`config.mk`:
```
export PLATFORM = sky130hd
export DESIGN_NAME = ips_patch_header_shift_top
export DESIGN_NICKNAME = d
export VERILOG_FILES = /design/src/rtl/ipshs_pkg.sv /design/src/rtl/ipshs_front.sv /design/src/rtl/ipshs_fifo.sv /design/src/rtl/ipshs_back.sv /design/src/rtl/ips_patch_header_shift_top.sv
export SDC_FILE = /design/constraint.sdc
export NUM_CORES = 1
export LEC_CHECK = 0
export ABC_AREA = 1
export CORE_MARGIN = 4
export CORE_UTILIZATION = 30
export CTS_CLUSTER_DIAMETER = 30
export DETAILED_ROUTE_END_ITERATION = 12
export DONT_BUFFER_PORTS = 1
export PLACE_DENSITY = 0.41
export SYNTH_ARGS = -nofsm -noshare
export SYNTH_HDL_FRONTEND = slang
export SYNTH_HIERARCHICAL = 1
export SYNTH_SLANG_ARGS = --single-unit
```
`constraint.sdc`:
```
create_clock -name i_clk -period 23.7 [get_ports i_clk]
set_input_delay 1.185 -clock i_clk [delete_from_list [all_inputs] [get_ports i_clk]]
set_output_delay 1.185 -clock i_clk [all_outputs]
set_load 0.01 [all_outputs]
```
`src/rtl/ipshs_pkg.sv`:
```
// ipshs_pkg: shared types and constants of the ips patch header shift block
// used by ipshs_front, ipshs_fifo, ipshs_back and the top level
package ipshs_pkg;

    localparam logic [23:0] EOF_MARK   = 24'h454F46;
    localparam logic [23:0] MAX24      = 24'hFFFFFF;
    localparam logic [39:0] MAGIC_WORD = 40'h5041544348;
    localparam logic [23:0] HDR_RESET  = 24'd512;

    // configuration register indexes
    localparam logic CFG_MODE = 1'b0;
    localparam logic CFG_HDR  = 1'b1;

    // end of file status codes
    localparam logic [1:0] ST_OK      = 2'd0;
    localparam logic [1:0] ST_NOT_IPS = 2'd1;
    localparam logic [1:0] ST_NO_EOF  = 2'd2;
    localparam logic [1:0] ST_TAIL    = 2'd3;

    typedef enum logic [7:0] {
        PH_MAGIC = 8'b0000_0001,
        PH_REC   = 8'b0000_0010,
        PH_PASS  = 8'b0000_0100,
        PH_SKIP  = 8'b0000_1000,
        PH_TRUNC = 8'b0001_0000,
        PH_AFTER = 8'b0010_0000,
        PH_TAIL  = 8'b0100_0000,
        PH_BAD   = 8'b1000_0000
    } t_phase;

    // all results caused by one input byte
    typedef struct packed {
        logic [7:0][7:0] bytes;
        logic [3:0]      cnt;     // 0 means one status-only item
        logic [1:0]      status;
        logic            fin;     // end of file transaction
    } t_desc;

endpackage

```
`src/rtl/ipshs_front.sv`:
```
// ipshs_front: parses the patch stream, rebases offsets and builds at most one
// result descriptor per input byte; depends on ipshs_pkg
module ipshs_front (
    input  logic                 i_clk,
    input  logic                 i_rst_n,
    input  logic                 i_cfg_we,
    input  logic                 i_cfg_index,
    input  logic [23:0]          i_cfg_wdata,
    input  logic                 i_acc,
    input  logic [7:0]           i_in_byte,
    input  logic                 i_end_of_file,
    output logic                 o_push,
    output ipshs_pkg::t_desc     o_desc
);
    import ipshs_pkg::*;

    logic        r_mode;
    logic [23:0] r_hdr;
    t_phase      r_phase, n_phase;
    logic [7:0]  r_hb [8];
    logic [7:0]  hb_w [8];
    logic [3:0]  r_hc, n_hc;
    logic [23:0] r_off, n_off;
    logic [15:0] r_len, n_len;
    logic [15:0] r_rem, n_rem;
    logic [15:0] r_drop, n_drop;
    logic        r_eof, n_eof;
    logic        r_bad, n_bad;

    logic [7:0][7:0] ob;
    logic [3:0]  cnt;
    logic [1:0]  stat;
    logic        tail;

    // record decision arithmetic
    logic [15:0] len_sel;
    logic [24:0] s_ol, s_oh;
    logic [25:0] s_ohl;
    logic [23:0] d_oh, wrap_off;
    logic [15:0] cut_rm, cut_add, drop_rm;
    logic        keep, cut;
    logic [23:0] t_val, t_sub;
    logic [24:0] t_add;

    always_comb begin
        len_sel = (r_hc == 4'd7) ? {i_in_byte, r_hb[5]} : {r_hb[3], i_in_byte};
        if (r_hc == 4'd7) len_sel = {r_hb[5], r_hb[6]};
    end

    assign s_ol    = {1'b0, r_off} + {9'd0, len_sel};
    assign s_oh    = {1'b0, r_off} + {1'b0, r_hdr};
    assign s_ohl   = {1'b0, s_oh} + {10'd0, len_sel};
    assign d_oh    = r_off - r_hdr;
    assign cut_rm  = s_ol[15:0] - r_hdr[15:0];
    assign cut_add = 16'd0 - s_oh[15:0];
    assign drop_rm = r_hdr[15:0] - r_off[15:0];
    // keep: record survives, cut: record straddles the limit
    assign keep    = r_mode ? (s_ol > {1'b0, r_hdr}) : !s_oh[24];
    assign cut     = r_mode ? (r_off < r_hdr)
                            : ((s_ohl > 26'h1000000) || (s_ohl == 26'd0));
    assign t_val   = {r_hb[0], r_hb[1], i_in_byte};
    assign t_sub   = t_val - r_hdr;
    assign t_add   = {1'b0, t_val} + {1'b0, r_hdr};

    always_comb begin
        n_phase = r_phase;
        hb_w    = r_hb;
        n_hc    = r_hc;
        n_off   = r_off;
        n_len   = r_len;
        n_rem   = r_rem;
        n_drop  = r_drop;
        n_eof   = r_eof;
        n_bad   = r_bad;
        ob      = '0;
        cnt     = 4'd0;
        stat    = ST_OK;
        tail    = 1'b0;
        wrap_off = '0;
        if (i_acc) begin
            case (r_phase)
                PH_MAGIC: begin
                    hb_w[r_hc[2:0]] = i_in_byte;
                    n_hc = r_hc + 4'd1;
                    if (n_hc >= 4'd5) begin
                        if ({hb_w[0], hb_w[1], hb_w[2], hb_w[3], hb_w[4]} == MAGIC_WORD) begin
                            ob[0] = hb_w[0]; ob[1] = hb_w[1]; ob[2] = hb_w[2];
                            ob[3] = hb_w[3]; ob[4] = hb_w[4];
                            cnt = 4'd5;
                            n_phase = PH_REC;
                        end else begin
                            n_bad = 1'b1;
                            n_phase = PH_BAD;
                        end
                        n_hc = 4'd0;
                    end
                end
                PH_REC: begin
                    hb_w[r_hc[2:0]] = i_in_byte;
                    n_hc = r_hc + 4'd1;
                    if (n_hc == 4'd3) begin
                        n_off = {hb_w[0], hb_w[1], hb_w[2]};
                        if (n_off == EOF_MARK) begin
                            ob[0] = EOF_MARK[23:16]; ob[1] = EOF_MARK[15:8];
                            ob[2] = EOF_MARK[7:0];
                            cnt = 4'd3;
                            n_eof = 1'b1;
                            n_phase = PH_TRUNC;
                            n_hc = 4'd0;
                        end
                    end else if (n_hc == 4'd5) begin
                        n_len = {hb_w[3], hb_w[4]};
                        if (n_len != 16'd0) begin
                            n_hc = 4'd0;
                            if (!keep) begin
                                n_phase = PH_SKIP; n_drop = n_len; n_rem = 16'd0;
                            end else if (r_mode) begin
                                if (cut) begin
                                    ob[3] = cut_rm[15:8]; ob[4] = cut_rm[7:0];
                                    n_phase = PH_SKIP; n_drop = drop_rm; n_rem = cut_rm;
                                end else begin
                                    ob[0] = d_oh[23:16]; ob[1] = d_oh[15:8];
                                    ob[2] = d_oh[7:0];
                                    ob[3] = n_len[15:8]; ob[4] = n_len[7:0];
                                    n_phase = PH_PASS; n_rem = n_len; n_drop = 16'd0;
                                end
                                cnt = 4'd5;
                            end else begin
                                ob[0] = s_oh[23:16]; ob[1] = s_oh[15:8]; ob[2] = s_oh[7:0];
                                n_phase = PH_PASS;
                                if (cut) begin
                                    ob[3] = cut_add[15:8]; ob[4] = cut_add[7:0];
                                    n_rem = cut_add; n_drop = n_len - cut_add;
                                end else begin
                                    ob[3] = n_len[15:8]; ob[4] = n_len[7:0];
                                    n_rem = n_len; n_drop = 16'd0;
                                end
                                cnt = 4'd5;
                            end
                        end
                    end else if (n_hc >= 4'd8) begin
                        // rle record: offset, zero length, run length, value
                        if (keep) begin
                            ob[7] = hb_w[7];
                            cnt = 4'd8;
                            if (r_mode) begin
                                if (cut) begin
                                    ob[5] = cut_rm[15:8]; ob[6] = cut_rm[7:0];
                                end else begin
                                    ob[0] = d_oh[23:16]; ob[1] = d_oh[15:8];
                                    ob[2] = d_oh[7:0];
                                    ob[5] = len_sel[15:8]; ob[6] = len_sel[7:0];
                                end
                            end else begin
                                ob[0] = s_oh[23:16]; ob[1] = s_oh[15:8]; ob[2] = s_oh[7:0];
                                if (cut) begin
                                    ob[5] = cut_add[15:8]; ob[6] = cut_add[7:0];
                                end else begin
                                    ob[5] = len_sel[15:8]; ob[6] = len_sel[7:0];
                                end
                            end
                        end
                        n_phase = PH_REC;
                        n_hc = 4'd0;
                    end
                end
                PH_PASS: begin
                    ob[0] = i_in_byte;
                    cnt = 4'd1;
                    n_rem = r_rem - 16'd1;
                    if (n_rem == 16'd0) n_phase = (r_drop != 16'd0) ? PH_SKIP : PH_REC;
                end
                PH_SKIP: begin
                    n_drop = r_drop - 16'd1;
                    if (n_drop == 16'd0) n_phase = (r_rem != 16'd0) ? PH_PASS : PH_REC;
                end
                PH_TRUNC: begin
                    hb_w[r_hc[2:0]] = i_in_byte;
                    n_hc = r_hc + 4'd1;
                    if (n_hc >= 4'd3) begin
                        if (r_mode && (t_val >= r_hdr)) begin
                            ob[0] = t_sub[23:16]; ob[1] = t_sub[15:8]; ob[2] = t_sub[7:0];
                            cnt = 4'd3;
                        end else if (!r_mode && !t_add[24]) begin
                            ob[0] = t_add[23:16]; ob[1] = t_add[15:8]; ob[2] = t_add[7:0];
                            cnt = 4'd3;
                        end
                        n_hc = 4'd0;
                        n_phase = PH_AFTER;
                    end
                end
                PH_AFTER, PH_TAIL: begin
                    n_phase = PH_TAIL;
                end
                default: begin
                end
            endcase

            if (i_end_of_file) begin
                tail = (n_phase == PH_TAIL) || ((n_phase == PH_TRUNC) && (n_hc != 4'd0));
                if ((n_phase == PH_MAGIC) && (n_hc != 4'd0)) n_bad = 1'b1;
                if ((n_phase == PH_REC) && (n_hc != 4'd0)) begin
                    // flush the partial record, offset rebased with wrap
                    wrap_off = r_mode ? (n_off - r_hdr) : (n_off + r_hdr);
                    for (int k = 0; k < 8; k++) begin
                        if (k < 3 && n_hc >= 4'd3) begin
                            ob[k] = (k == 0) ? wrap_off[23:16] :
                                    (k == 1) ? wrap_off[15:8] : wrap_off[7:0];
                        end else if (k < int'(n_hc)) begin
                            ob[k] = hb_w[k];
                        end
                    end
                    cnt = n_hc;
                end
                if (n_bad || (n_phase == PH_MAGIC)) stat = ST_NOT_IPS;
                else if (!n_eof)                    stat = ST_NO_EOF;
                else if (tail)                      stat = ST_TAIL;
                else                                stat = ST_OK;
                n_phase = PH_MAGIC;
                n_hc    = 4'd0;
                n_off   = '0;
                n_len   = '0;
                n_rem   = '0;
                n_drop  = '0;
                n_eof   = 1'b0;
                n_bad   = 1'b0;
            end
        end
    end

    assign o_push        = i_acc && ((cnt != 4'd0) || i_end_of_file);
    assign o_desc.bytes  = ob;
    assign o_desc.cnt    = cnt;
    assign o_desc.status = stat;
    assign o_desc.fin    = i_end_of_file;

    always_ff @(posedge i_clk) begin
        if (!i_rst_n) begin
            r_mode  <= 1'b0;
            r_hdr   <= HDR_RESET;
            r_phase <= PH_MAGIC;
            r_hc    <= '0;
            r_off   <= '0;
            r_len   <= '0;
            r_rem   <= '0;
            r_drop  <= '0;
            r_eof   <= 1'b0;
            r_bad   <= 1'b0;
        end else begin
            if (i_cfg_we) begin
                case (i_cfg_index)
                    CFG_MODE: r_mode <= i_cfg_wdata[0];
                    CFG_HDR:  r_hdr  <= i_cfg_wdata;
                    default:  r_mode <= r_mode;
                endcase
            end
            r_phase <= n_phase;
            r_hc    <= n_hc;
            r_off   <= n_off;
            r_len   <= n_len;
            r_rem   <= n_rem;
            r_drop  <= n_drop;
            r_eof   <= n_eof;
            r_bad   <= n_bad;
        end
    end

    always_ff @(posedge i_clk) begin
        r_hb <= hb_w;
    end

endmodule

```
`src/rtl/ipshs_fifo.sv`:
```
// ipshs_fifo: short descriptor queue between parser and output serializer
// depends on ipshs_pkg for the descriptor type
module ipshs_fifo #(
    parameter int DEPTH = 4
) (
    input  logic                 i_clk,
    input  logic                 i_rst_n,
    input  logic                 i_push,
    input  ipshs_pkg::t_desc     i_desc,
    input  logic                 i_pop,
    output ipshs_pkg::t_desc     o_desc,
    output logic                 o_empty,
    output logic                 o_full
);
    import ipshs_pkg::*;

    localparam int PW = (DEPTH > 1) ? $clog2(DEPTH) : 1;
    localparam int CW = $clog2(DEPTH + 1);

    t_desc          r_mem [DEPTH];
    logic [PW-1:0]  r_wr, r_rd;
    logic [CW-1:0]  r_count;

    assign o_empty = (r_count == '0);
    assign o_full  = (r_count == CW'(DEPTH));
    assign o_desc  = r_mem[r_rd];

    always_ff @(posedge i_clk) begin
        if (i_push) r_mem[r_wr] <= i_desc;
    end

    always_ff @(posedge i_clk) begin
        if (!i_rst_n) begin
            r_wr    <= '0;
            r_rd    <= '0;
            r_count <= '0;
        end else begin
            if (i_push) r_wr <= (r_wr == PW'(DEPTH - 1)) ? '0 : r_wr + PW'(1);
            if (i_pop)  r_rd <= (r_rd == PW'(DEPTH - 1)) ? '0 : r_rd + PW'(1);
            r_count <= r_count + CW'(i_push) - CW'(i_pop);
        end
    end

    a_no_overflow: assert property (@(posedge i_clk) disable iff (!i_rst_n)
        o_full |-> !i_push)
        else $error("push into full descriptor queue");
    a_no_underflow: assert property (@(posedge i_clk) disable iff (!i_rst_n)
        o_empty |-> !i_pop)
        else $error("pop from empty descriptor queue");

endmodule

```
`src/rtl/ipshs_back.sv`:
```
// ipshs_back: unpacks descriptors into single output transactions
// depends on ipshs_pkg for the descriptor type
module ipshs_back (
    input  logic                 i_clk,
    input  logic                 i_rst_n,
    input  ipshs_pkg::t_desc     i_desc,
    input  logic                 i_empty,
    output logic                 o_pop,
    output logic                 o_valid,
    input  logic                 i_stall,
    output logic [7:0]           o_out_byte,
    output logic                 o_byte_valid,
    output logic                 o_run_last,
    output logic [1:0]           o_status
);
    import ipshs_pkg::*;

    logic       r_busy;
    t_desc      r_desc;
    logic [2:0] r_idx;
    logic       last_item, out_acc;

    assign last_item = (r_desc.cnt == 4'd0) || ({1'b0, r_idx} == r_desc.cnt - 4'd1);
    assign out_acc   = r_busy && !i_stall;
    assign o_pop     = !i_empty && (!r_busy || (out_acc && last_item));

    assign o_valid      = r_busy;
    assign o_byte_valid = (r_desc.cnt != 4'd0);
    assign o_out_byte   = o_byte_valid ? r_desc.bytes[r_idx] : 8'd0;
    assign o_run_last   = last_item;
    assign o_status     = (last_item && r_desc.fin) ? r_desc.status : ST_OK;

    always_ff @(posedge i_clk) begin
        if (o_pop) r_desc <= i_desc;
    end

    always_ff @(posedge i_clk) begin
        if (!i_rst_n) begin
            r_busy <= 1'b0;
            r_idx  <= '0;
        end else if (o_pop) begin
            r_busy <= 1'b1;
            r_idx  <= '0;
        end else if (out_acc) begin
            if (last_item) r_busy <= 1'b0;
            else           r_idx  <= r_idx + 3'd1;
        end
    end

    a_idx_in_range: assert property (@(posedge i_clk) disable iff (!i_rst_n)
        (r_busy && r_desc.cnt != 4'd0) |-> ({1'b0, r_idx} < r_desc.cnt))
        else $error("byte index past descriptor count");
    a_status_on_last: assert property (@(posedge i_clk) disable iff (!i_rst_n)
        (o_valid && o_status != ST_OK) |-> o_run_last)
        else $error("status on a non-final transaction");

endmodule

```
`src/rtl/ips_patch_header_shift_top.sv`:
```
// ips_patch_header_shift_top: ips patch offset rebasing, top level
// depends on ipshs_pkg, ipshs_front, ipshs_fifo, ipshs_back
//
//   channel  direction  handshake              payload
//   input    in         i_valid / o_stall      i_in_byte, i_end_of_file
//   output   out        o_valid / i_stall      o_out_byte, o_byte_valid, o_run_last, o_status
//   config   in         i_cfg_we               i_cfg_index, i_cfg_wdata
//
// one input transaction per cycle while the descriptor queue has room
// each input byte yields 0 to 8 output transactions, one per cycle from the output stage while i_stall is low
// the output serializer sets the sustained rate: one output transaction per cycle while i_stall is low
// synchronous active-low reset; mode resets to add, header size to 512
// o_stall rises only when the queue of DEPTH descriptors is full
module ips_patch_header_shift_top #(
    parameter int DEPTH = 4
) (
    input  logic        i_clk,
    input  logic        i_rst_n,
    input  logic        i_cfg_we,
    input  logic        i_cfg_index,
    input  logic [23:0] i_cfg_wdata,
    input  logic        i_valid,
    output logic        o_stall,
    input  logic [7:0]  i_in_byte,
    input  logic        i_end_of_file,
    output logic        o_valid,
    input  logic        i_stall,
    output logic [7:0]  o_out_byte,
    output logic        o_byte_valid,
    output logic        o_run_last,
    output logic [1:0]  o_status
);
    import ipshs_pkg::*;

    t_desc push_desc, head_desc;
    logic  push, pop, empty, full, in_acc;

    assign o_stall = full;
    assign in_acc  = i_valid && !full;

    ipshs_front u_front (
        .i_clk         (i_clk),
        .i_rst_n       (i_rst_n),
        .i_cfg_we      (i_cfg_we),
        .i_cfg_index   (i_cfg_index),
        .i_cfg_wdata   (i_cfg_wdata),
        .i_acc         (in_acc),
        .i_in_byte     (i_in_byte),
        .i_end_of_file (i_end_of_file),
        .o_push        (push),
        .o_desc        (push_desc)
    );

    ipshs_fifo #(.DEPTH(DEPTH)) u_fifo (
        .i_clk   (i_clk),
        .i_rst_n (i_rst_n),
        .i_push  (push),
        .i_desc  (push_desc),
        .i_pop   (pop),
        .o_desc  (head_desc),
        .o_empty (empty),
        .o_full  (full)
    );

    ipshs_back u_back (
        .i_clk        (i_clk),
        .i_rst_n      (i_rst_n),
        .i_desc       (head_desc),
        .i_empty      (empty),
        .o_pop        (pop),
        .o_valid      (o_valid),
        .i_stall      (i_stall),
        .o_out_byte   (o_out_byte),
        .o_byte_valid (o_byte_valid),
        .o_run_last   (o_run_last),
        .o_status     (o_status)
    );

endmodule
```
# Word level (Yosys, flattened, before mapping)
# Memory sizes are Yosys's and may differ from the RTL's. A register that Yosys moved wholly into a read port is not among the register bits.
# Index checks and enable logic that the tools add are counted.
# classes
n_addsub	21
multipliers	0
div	0
n_lt_le_gt_ge	19
eq_ne	23
shift	0
muxes	145
bitwise_logic	4
n_reduce_logical	49
# ops
operator	n
two-way mux 24 bit	18
two-way mux 16 bit	23
two-way mux 64 bit	4
two-way mux 40 bit	6
two-way mux 8 bit	27
case mux 16 bit (2 select lines)	3
two-way mux 4 bit	22
subtractor 24 bit	3
bitwise mux 64 bit	1
adder 24 x 24 -> 25 bit	2
case mux 16 bit (3 select lines)	1
case mux 8 bit (6 select lines)	1
nonzero test 16 bit	3
subtractor 16 bit	3
equality test 40 x 39 -> 1 bit (second input constant)	1
zero test 16 bit	2
case mux 8 bit (4 select lines)	1
subtractor 16 x 1 -> 16 bit (second input constant)	2
adder 25 x 16 -> 26 bit	1
> comparator 26 x 25 -> 1 bit (second input constant)	1
zero test 26 bit	1
adder 24 x 16 -> 25 bit	1
> comparator 25 x 24 -> 1 bit	1
adder 24 bit	1
other kinds (54)	132
# word_totals
register_bits	170
latch_bits	0
mem_bits_rw	284
romBits	0
out_inout_bits	14
n_memories	1
# mem_list
name	words	word_bits	read_ports	rd_clocked_by_memory_dff	write_ports	line	text
u_fifo.r_mem	4	71	1	1	1	ipshs_fifo.sv:20	t_desc r_mem [DEPTH];

# Longest topological paths before layout
# Gate-level depths: netlist of the first run.
# depth
depth_word	24
ltp_mapped	48
mapped_depth_nobuf	47

# Cells and area by module
# The synthesis of the first run kept the hierarchy.
# by_module_without_submodules
mod	n_inst	cells_each	area_each_um2	seq_area_each_um2
ipshs_front	1	3756	23022.1	3823.7
ipshs_fifo	1	888	11706.2	8708.4
ipshs_back	1	251	3115.5	2212.1
ips_patch_header_shift_top	1	2	10.0	0.0

# Worst setup path before layout of the first run
# Ideal clock, no wire load.
# synth_path
kind	input to register
startpoint	in i_in_byte[0]
endpoint	mem u_fifo/r_mem[3][0] (netlist name) (enable)
t_arrival_ps	7219
t_required_ps	23274
path_slack_ps	16055
cell_stages	33
n_path_buf	2
path_cell_list	clkinv_1 > a21oi_1 > ha_1 > inv_1 > fa_1 > o21ai_0 > nand3_1 > nand2_1 > a21oi_1 > o21bai_1 > a31oi_1 > o21ai_0 > a31oi_1 > o21ai_0 > nand2_1 > nor2_1 > xor2_1 > ha_1 > nand2_1 > nor3_1 > nand3_1 > nand3_1 > nand2_1 > nand2_1 > nand2_1 > clkbuf_1 > nor3_1 > nand3b_1 > nor2_1 > nor2_1 > buf_2 > nand2_1 > inv_1
# synth_between
elab_chain_len	23
# synth_lines
item	line	text
start, declared	ips_patch_header_shift_top.sv:24	input logic [7:0] i_in_byte,
two-way mux 16 bit	ipshs_front.sv:47	if (r_hc == 4'd7) len_sel = {r_hb[5], r_hb[6]};
adder 25 x 16 -> 26 bit	ipshs_front.sv:52	assign s_ohl = {1'b0, s_oh} + {10'd0, len_sel};
> comparator 26 x 25 -> 1 bit or zero test 26 bit (tied branches)	ipshs_front.sv:60	: ((s_ohl > 26'h1000000) || (s_ohl == 26'd0));
logical OR 1 bit	ipshs_front.sv:60	
two-way mux 1 bit	ipshs_front.sv:59	assign cut = r_mode ? (r_off < r_hdr)
two-way mux 4 bit	ipshs_front.sv:118	if (cut) begin
two-way mux 4 bit	ipshs_front.sv:117	end else if (r_mode) begin
two-way mux 8 bit	ipshs_front.sv:115	if (!keep) begin
(+8 left out)	--	
two-way mux 4 bit *	ipshs_front.sv:199	if (i_end_of_file) begin
two-way mux 4 bit *	ipshs_front.sv:80	if (i_acc) begin
nonzero test 4 bit *	ipshs_front.sv:231	assign o_push = i_acc && ((cnt != 4'd0) || i_end_of_file);
logical OR 1 bit *	ipshs_front.sv:231	
logical AND 1 bit *	ipshs_front.sv:231	
via push	ips_patch_header_shift_top.sv:36	logic push, pop, empty, full, in_acc;
two-way mux 1 bit *	ipshs_fifo.sv:29	if (i_push) r_mem[r_wr] <= i_desc;
two-way mux 1 bit (implied by the code) *	ipshs_fifo.sv:29	
end, declared	ipshs_fifo.sv:20	
# The timed path passes the listed nets; every way through them passes the cells marked *. The select of a mux whose other input is x is not followed.

# Final worst setup path of the first run
# layout_path
startpoint	reg u_front.r_hc[1]
endpoint	mem u_fifo/r_mem[0][44] (netlist name) (enable)
# layout_between
elab_chain_len	24
# layout_lines
item	line	text
start, declared	ipshs_front.sv:22	logic [3:0] r_hc, n_hc;
start signal, assigned	ipshs_front.sv:258	r_hc <= n_hc;
equality test 4 x 3 -> 1 bit	ipshs_front.sv:46, ipshs_front.sv:47	
two-way mux 16 bit	ipshs_front.sv:47	
adder 25 x 16 -> 26 bit	ipshs_front.sv:52	
> comparator 26 x 25 -> 1 bit or zero test 26 bit (tied branches)	ipshs_front.sv:60	
logical OR 1 bit	ipshs_front.sv:60	
two-way mux 1 bit	ipshs_front.sv:59	
two-way mux 4 bit	ipshs_front.sv:118	
two-way mux 4 bit	ipshs_front.sv:117	
(+9 left out)	--	
two-way mux 4 bit *	ipshs_front.sv:199	
two-way mux 4 bit *	ipshs_front.sv:80	
nonzero test 4 bit *	ipshs_front.sv:231	
logical OR 1 bit *	ipshs_front.sv:231	
logical AND 1 bit *	ipshs_front.sv:231	
via push	ips_patch_header_shift_top.sv:36	
two-way mux 1 bit *	ipshs_fifo.sv:29	
two-way mux 1 bit (implied by the code) *	ipshs_fifo.sv:29	
# Marked as above.

==> impl_metrics.env, run 1 <==
export IMPL_final_min_clock_period_ps=8969
export IMPL_synth_seq_cells=527
export IMPL_routed_via_density=5.180
export IMPL_ir_worst_vdd_v=0.00006627
export IMPL_synth_edf_count=419
export IMPL_slew_headroom_pct=13.61
export IMPL_start_util_pct=30.18
export IMPL_cpMostUsedCell="nand2_1"
export IMPL_io_pin_count=53
export IMPL_route_detailed_drc=0
export IMPL_finalCritPeriodShare_pct=37.84
export IMPL_cts_root_buf="clkbuf_16"
export IMPL_ys_flop_type="edfxtp_1"
export IMPL_synthesis_nets=5174
export IMPL_setup_tns_ps=0
export IMPL_grt_pass1_vias=33550
export IMPL_cp_max_fo=41
export IMPL_cpMaxStageDelayCell="buf_4"
export IMPL_wl_um=159900
export IMPL_grt_ovfl_total=0
export IMPL_finalClockSkew_ps=34.93
export IMPL_cts_inserted_buffers=154
export IMPL_cts_reportedPaths_clkPinSlew_ps=40
export IMPL_dp_cells=6413
export IMPL_worstSetupEndpointType="flip-flop"
export IMPL_htree_levels=4
export IMPL_stdcell_count=6704
export IMPL_cap_violations=0
export IMPL_clock_sink_count=527
export IMPL_p_per_area_mw_per_mm2=107.2
export IMPL_max_stage_delay_ps=690
export IMPL_grt_pass1_wl_um=230500
export IMPL_status="complete, no violations"
export IMPL_core_area_mm2=0.1254
export IMPL_setup_viol=0
export IMPL_drt_first_pass_iters=7
export IMPL_nNetsFinal=5196
export IMPL_die_w_um=363.2
export IMPL_syn_to_final_growth_pct=18.14
export IMPL_fin_hold_ws_ps=461.9
export IMPL_min_path_type="flip-flop to flip-flop"
export IMPL_die_area_mm2=0.1319
export IMPL_wl_per_cell_um=23.85
export IMPL_clk_latency_ps=750
export IMPL_layout_drive_gt1_share_pct=8.462
export IMPL_report_final_slew_viol_count=0
export IMPL_antenna_found_initial=4
export IMPL_post_cts_resized=0
export IMPL_cts_path_max_buffers=3
export IMPL_worst_slew_pin_slew_ps=1284
export IMPL_leakage_nw=19.27
export IMPL_mostFrequentLayoutCell="nand2_1"
export IMPL_drtAntennaViolNets=0
export IMPL_grt_setup_unrepaired="false"
export IMPL_die_y_um=363.2
export IMPL_async_flop_share_pct=0
export IMPL_setup_worst_path_class="flip-flop to flip-flop"
export IMPL_portBuffers=0
export IMPL_yosys_warnings=6
export IMPL_yosys_cell_types_count=74
export IMPL_place_gp_congestion=0.9647
export IMPL_rows=130
export IMPL_syn_cell_area_mm2=0.03785
export IMPL_worstSetupStartpointType="flip-flop"
export IMPL_multi_input_comb_area_mm2=0.01962
export IMPL_fmax_mhz=111.5
export IMPL_globalRouteTotalUtil_pct=23.70
export IMPL_final_cell_mix="nand2_1, inv_1, a21oi_1"
export IMPL_final_core_util_pct=35.66
export IMPL_grt_max_degree=108
export IMPL_syn_inst=4897
export IMPL_arrival_ps=9340
export IMPL_cts_hold_buffers=0
export IMPL_post_dp_hpwl_um=121700
export IMPL_synth_seq_area_share_pct=38.95
export IMPL_post_cts_setup_buffer_count=0
export IMPL_vias=34730
export IMPL_cts_tree="yes"
export IMPL_register_area_mm2=0.01475
export IMPL_dr_first_iter_drc_count=3035
export IMPL_syn_avg_cell_area_um2=7.730
export IMPL_hold_viol=0
export IMPL_worst_ep_required_time_ps=24070
export IMPL_fill_cells=13250
export IMPL_report_power_total_mw=4.795
## critical path: cells and delay by family (launching register included)
family          cells  cell delay (ps)
fa+ha+maj           4             1230
buf+inv             7             1950
compound gates      9             2350
xor+xnor            1               80
simple gates       19             2340
flops               1              540
## cells in the mapped netlist, drive strengths merged (25+ instances only)
cell	count	share of area [%]
nor4	25	0.56
xnor2	33	0.78
buf	104	1.9
nor2	375	3.9
o211ai	144	2.9
clkbuf	89	0.89
o21ai	426	5.7
nor3	56	0.79
edfxtp	419	33
ha	227	7.5
xor2	138	3.2
nand2	1150	12
o22ai	27	0.46
a21oi	456	6.2
nand3	207	2.8
inv	649	6.4
dfxtp	108	5.7
nand4	70	1.2
## power breakdown
part	internal [mW]	total (mW)	switching, mW	leakage (nW)
Sequential	1.20	1.32	0.117	4.80
Combinational	0.393	1.37	0.977	11.9
Clock	1.47	2.11	0.639	2.60
Total	3.06	4.79	1.73	19.3
## registers in the layout, indices dropped and copies added, names as in the netlist, named ones only
name	flops
u_front/r_eof	1
u_front/r_hb	64
u_back/o_valid	1
u_front/r_drop	16
u_front/r_bad	1
u_front/r_rem	16
u_fifo/r_wr	2
u_front/r_hdr	24
u_front/r_phase	8
u_back/r_idx	3
u_fifo/r_rd	2
u_front/r_hc	4
u_back/r_desc	71
u_fifo/r_count	3
u_front/r_off	24
u_fifo/r_mem	284
u_front/r_mode	1
## final cells by class
cell class              instances  area share, %
flip-flops and latches        527          32.99
clock inverters                88          2.594
well taps                    1650          4.616
repair buffers                 59         0.9904
diodes                          8        0.04476
multi-input cells            3522          43.88
inverters                     655          5.520
clock buffers                 195          9.370
## cells by family after synthesis
logic type	count (synthesis)	share of synthesized area, %
compound gates	1187	17.98
xor+xnor	171	4.016
fa+ha+maj	238	8.085
buf+inv	848	9.291
flops	527	38.95
mux	1	0.02644
simple gates	1925	21.65
## metal layers
metal  routed length, um  GRT usage, %
met1               71780         31.82
met2               72090         38.17
met3                9845         4.205
met4                6174         8.743
met5                   0             0
## per-stage QoR
stage / instance area, um2 / setup slack, ps
floorplan: 37850 / 16060
global placement: 39350 / 14610
detailed placement: 39350 / 14490
CTS: 44700 / 14690
global route: 44700 / 13970
finish: 44720 / 14730
## path summary, 6_finish.rpt
check                           slack (ps)                    startpoint                            end  depth (start not counted)
worst min-delay path                   460    u_front/r_eof$_SDFFE_PN0P_     u_front/r_eof$_SDFFE_PN0P_                          2
worst min register to register         460    u_front/r_eof$_SDFFE_PN0P_     u_front/r_eof$_SDFFE_PN0P_                          2
worst max-delay path                 14730  u_front/r_hc[1]$_SDFFE_PN0P_  u_fifo/r_mem[0][44]$_DFFE_PP_                         40
worst max register to register       14730  u_front/r_hc[1]$_SDFFE_PN0P_  u_fifo/r_mem[0][44]$_DFFE_PP_                         40
No activity file was read; power rests on OpenSTA's default activity.
==> run 2, diff against run 1 <==
clock period = 8.6 ns   (was 23.7 ns; I/O delays follow)
==> run 2 against run 1 <==
Sequential power rose to 2.8 times the previous value. First-iteration DRC count up 0.49%. Via count up 0.88%. Fmax up 12%. Critical path depth unchanged. Wire length up 1.4%. Register-to-register slack worse by 14000 ps. Global-route usage up 0.33 points. Sequential share of layout area down 0.33 points. Core utilization up 0.36 points. Combinational power rose to 2.8 times the previous value. Hold slack worse by 400 ps. Critical endpoint is now u_fifo/r_count[1]$_SDFF_PN0_.
==> impl_metrics.env, run 2 (same netlist as run 1, synthesis figures left out) <==
export IMPL_worst_slew_pin_slew_ps=1274
export IMPL_clock_sink_count=527
export IMPL_nNetsFinal=5235
export IMPL_grt_ovfl_total=0
export IMPL_cts_inserted_buffers=147
export IMPL_top_register="u_fifo/r_mem"
export IMPL_die_w_um=363.2
export IMPL_grt_pass1_wl_um=232900
export IMPL_grt_setup_unrepaired="false"
export IMPL_finalClockSkew_ps=39.45
export IMPL_rr_startpoint="u_front/r_hc[1]$_SDFFE_PN0P_"
export IMPL_die_y_um=363.2
export IMPL_globalRouteTotalUtil_pct=24.03
export IMPL_drt_first_pass_iters=6
export IMPL_dpl_cell_area_mm2=0.03957
export IMPL_report_final_slew_viol_count=0
export IMPL_grt_pass1_vias=33270
export IMPL_status="complete, no violations"
export IMPL_place_gp_congestion=0.9717
export IMPL_cap_violations=0
export IMPL_hold_viol=0
export IMPL_antenna_found_initial=10
export IMPL_route_detailed_drc=0
export IMPL_final_area_mm2=0.04517
export IMPL_final_core_util_pct=36.02
export IMPL_cts_reportedPaths_clkPinSlew_ps=40
export IMPL_setup_viol=0
export IMPL_min_from="i_rst_n"
export IMPL_worst_ep_required_time_ps=9300
export IMPL_drtAntennaViolNets=0
export IMPL_setup_worst_path_class="flip-flop to flip-flop"
export IMPL_multi_input_comb_area_mm2=0.01964
export IMPL_finalCritPeriodShare_pct=93.33
export IMPL_layout_drive_gt1_share_pct=8.696
export IMPL_core_area_mm2=0.1254
export IMPL_cts_tree="yes"
export IMPL_worstSetupEndpointType="flip-flop"
export IMPL_cts_root_buf="clkbuf_16"
export IMPL_syn_to_final_growth_pct=19.33
export IMPL_crit_buf_inv=6
export IMPL_post_dp_hpwl_um=123500
export IMPL_min_path_type="input port to flip-flop"
export IMPL_clk_latency_ps=760
export IMPL_portBuffers=0
export IMPL_setup_tns_ps=0
export IMPL_crit_start="u_front/r_hc[1]$_SDFFE_PN0P_"
export IMPL_p_per_area_mw_per_mm2=291.2
export IMPL_htree_levels=4
export IMPL_final_min_clock_period_ps=8026
export IMPL_die_area_mm2=0.1319
export IMPL_dr_first_iter_drc_count=3050
export IMPL_cpMostUsedCell="nand2_1"
export IMPL_slew_headroom_pct=14.16
export IMPL_cp_max_fo=16
export IMPL_largest_reg_flops=284
export IMPL_grt_max_degree=220
export IMPL_cpMaxStageDelayCell="dlygate4sd3_1"
export IMPL_io_pin_count=53
export IMPL_wl_um=162100
export IMPL_arrival_ps=8720
export IMPL_cp_top_family="compound AO/OA/AOI/OAI gates"
export IMPL_rows=130
export IMPL_final_cell_mix="nand2_1, inv_1, a21oi_1"
export IMPL_max_stage_delay_ps=560
export IMPL_register_area_mm2=0.01475
export IMPL_mostFrequentLayoutCell="nand2_1"
export IMPL_start_util_pct=30.18
export IMPL_cts_path_max_buffers=3
export IMPL_leakage_nw=19.44
export IMPL_fmax_mhz=124.6
export IMPL_routed_via_density=5.197
export IMPL_ir_worst_vdd_v=0.0002054
export IMPL_reg_top3="u_fifo/r_mem: 284 flops, u_back/r_desc: 71 flops, u_front/r_hb: 64 flops"
export IMPL_worstSetupStartpointType="flip-flop"
export IMPL_wl_per_cell_um=24.04
export IMPL_post_cts_setup_buffer_count=0
export IMPL_fill_cells=13240
export IMPL_vias=35040
## run 2: cell types whose count changed in the layout (fill, tap and decap cells not counted), sizes merged
cell | previous run | this run
dlygate4sd3 | 0 | 32
clkbuf | 195 | 174
buf | 59 | 73
clkinv | 65 | 72
clkinvlp | 8 | 13
bufinv | 21 | 22
diode | 8 | 9
inv | 649 | 648
## run 2: area by class of cell
type | count | share of cell area [%]
Inverter | 655 | 5.465
Sequential cell | 527 | 32.66
Timing Repair Buffer | 105 | 2.199
Clock buffer | 174 | 8.803
Clock inverter | 100 | 2.773
Antenna cell | 9 | 0.04986
Tap cell | 1650 | 4.571
Multi-Input combinational cell | 3522 | 43.48
## run 2: worst paths after layout
check | depth (start not counted) | slack (ps) | to
min reg2reg | 2 | 470 | u_front/r_rem[15]$_SDFFE_PN0P_
min | 2 | 60 | u_front/r_hdr[7]$_SDFFE_PN0P_
max reg2reg | 40 | 570 | u_fifo/r_count[1]$_SDFF_PN0_
max | 40 | 570 | u_fifo/r_count[1]$_SDFF_PN0_
## run 2: worst reg2reg max path, delay by kind of cell, from the launching register on
family                   cells  cell delay [ps]
AO/OA/AOI/OAI               10             2300
adder cells (fa/ha/maj)      6             1870
AND/OR/NAND/NOR             17             1820
buffers and inverters        6             1320
flip-flops                   1              540
XOR/XNOR                     1              160
## run 2: repair_timing
item,CTS,global route
endpoints found under the setup margin,0,234
hold buffers,33,0
resized for setup,0,6
endpoints found under the hold margin,52,0
## run 2: through the flow
stage               setup WS, ps  power [mW]  instances  hold slack, ps
floorplan                   1171       6.149       4897           437.5
global placement           598.2       7.505       6426           458.8
detailed placement         446.7       7.481       6426           457.1
CTS                        239.6       13.25       6733           1.376
global route               120.4       13.85       6734           16.42
finish                     573.6       13.15       6742           58.01
## run 2: report_power, final
part / leakage, nW / internal [mW] / total (mW) / switching (mW)
logic: 12.1 / 1.11 / 3.85 / 2.74
clock network: 2.52 / 3.95 / 5.67 / 1.72
registers: 4.80 / 3.30 / 3.63 / 0.332
total: 19.4 / 8.37 / 13.2 / 4.79
## run 2: per-layer routing
layer	global-route usage, %	vias up	wire, um
li1	-	16790	-
met1	32.07	16710	72000
met2	37.27	1262	71560
met3	5.816	275	12060
met4	9.883	0	6461
met5	0	-	0
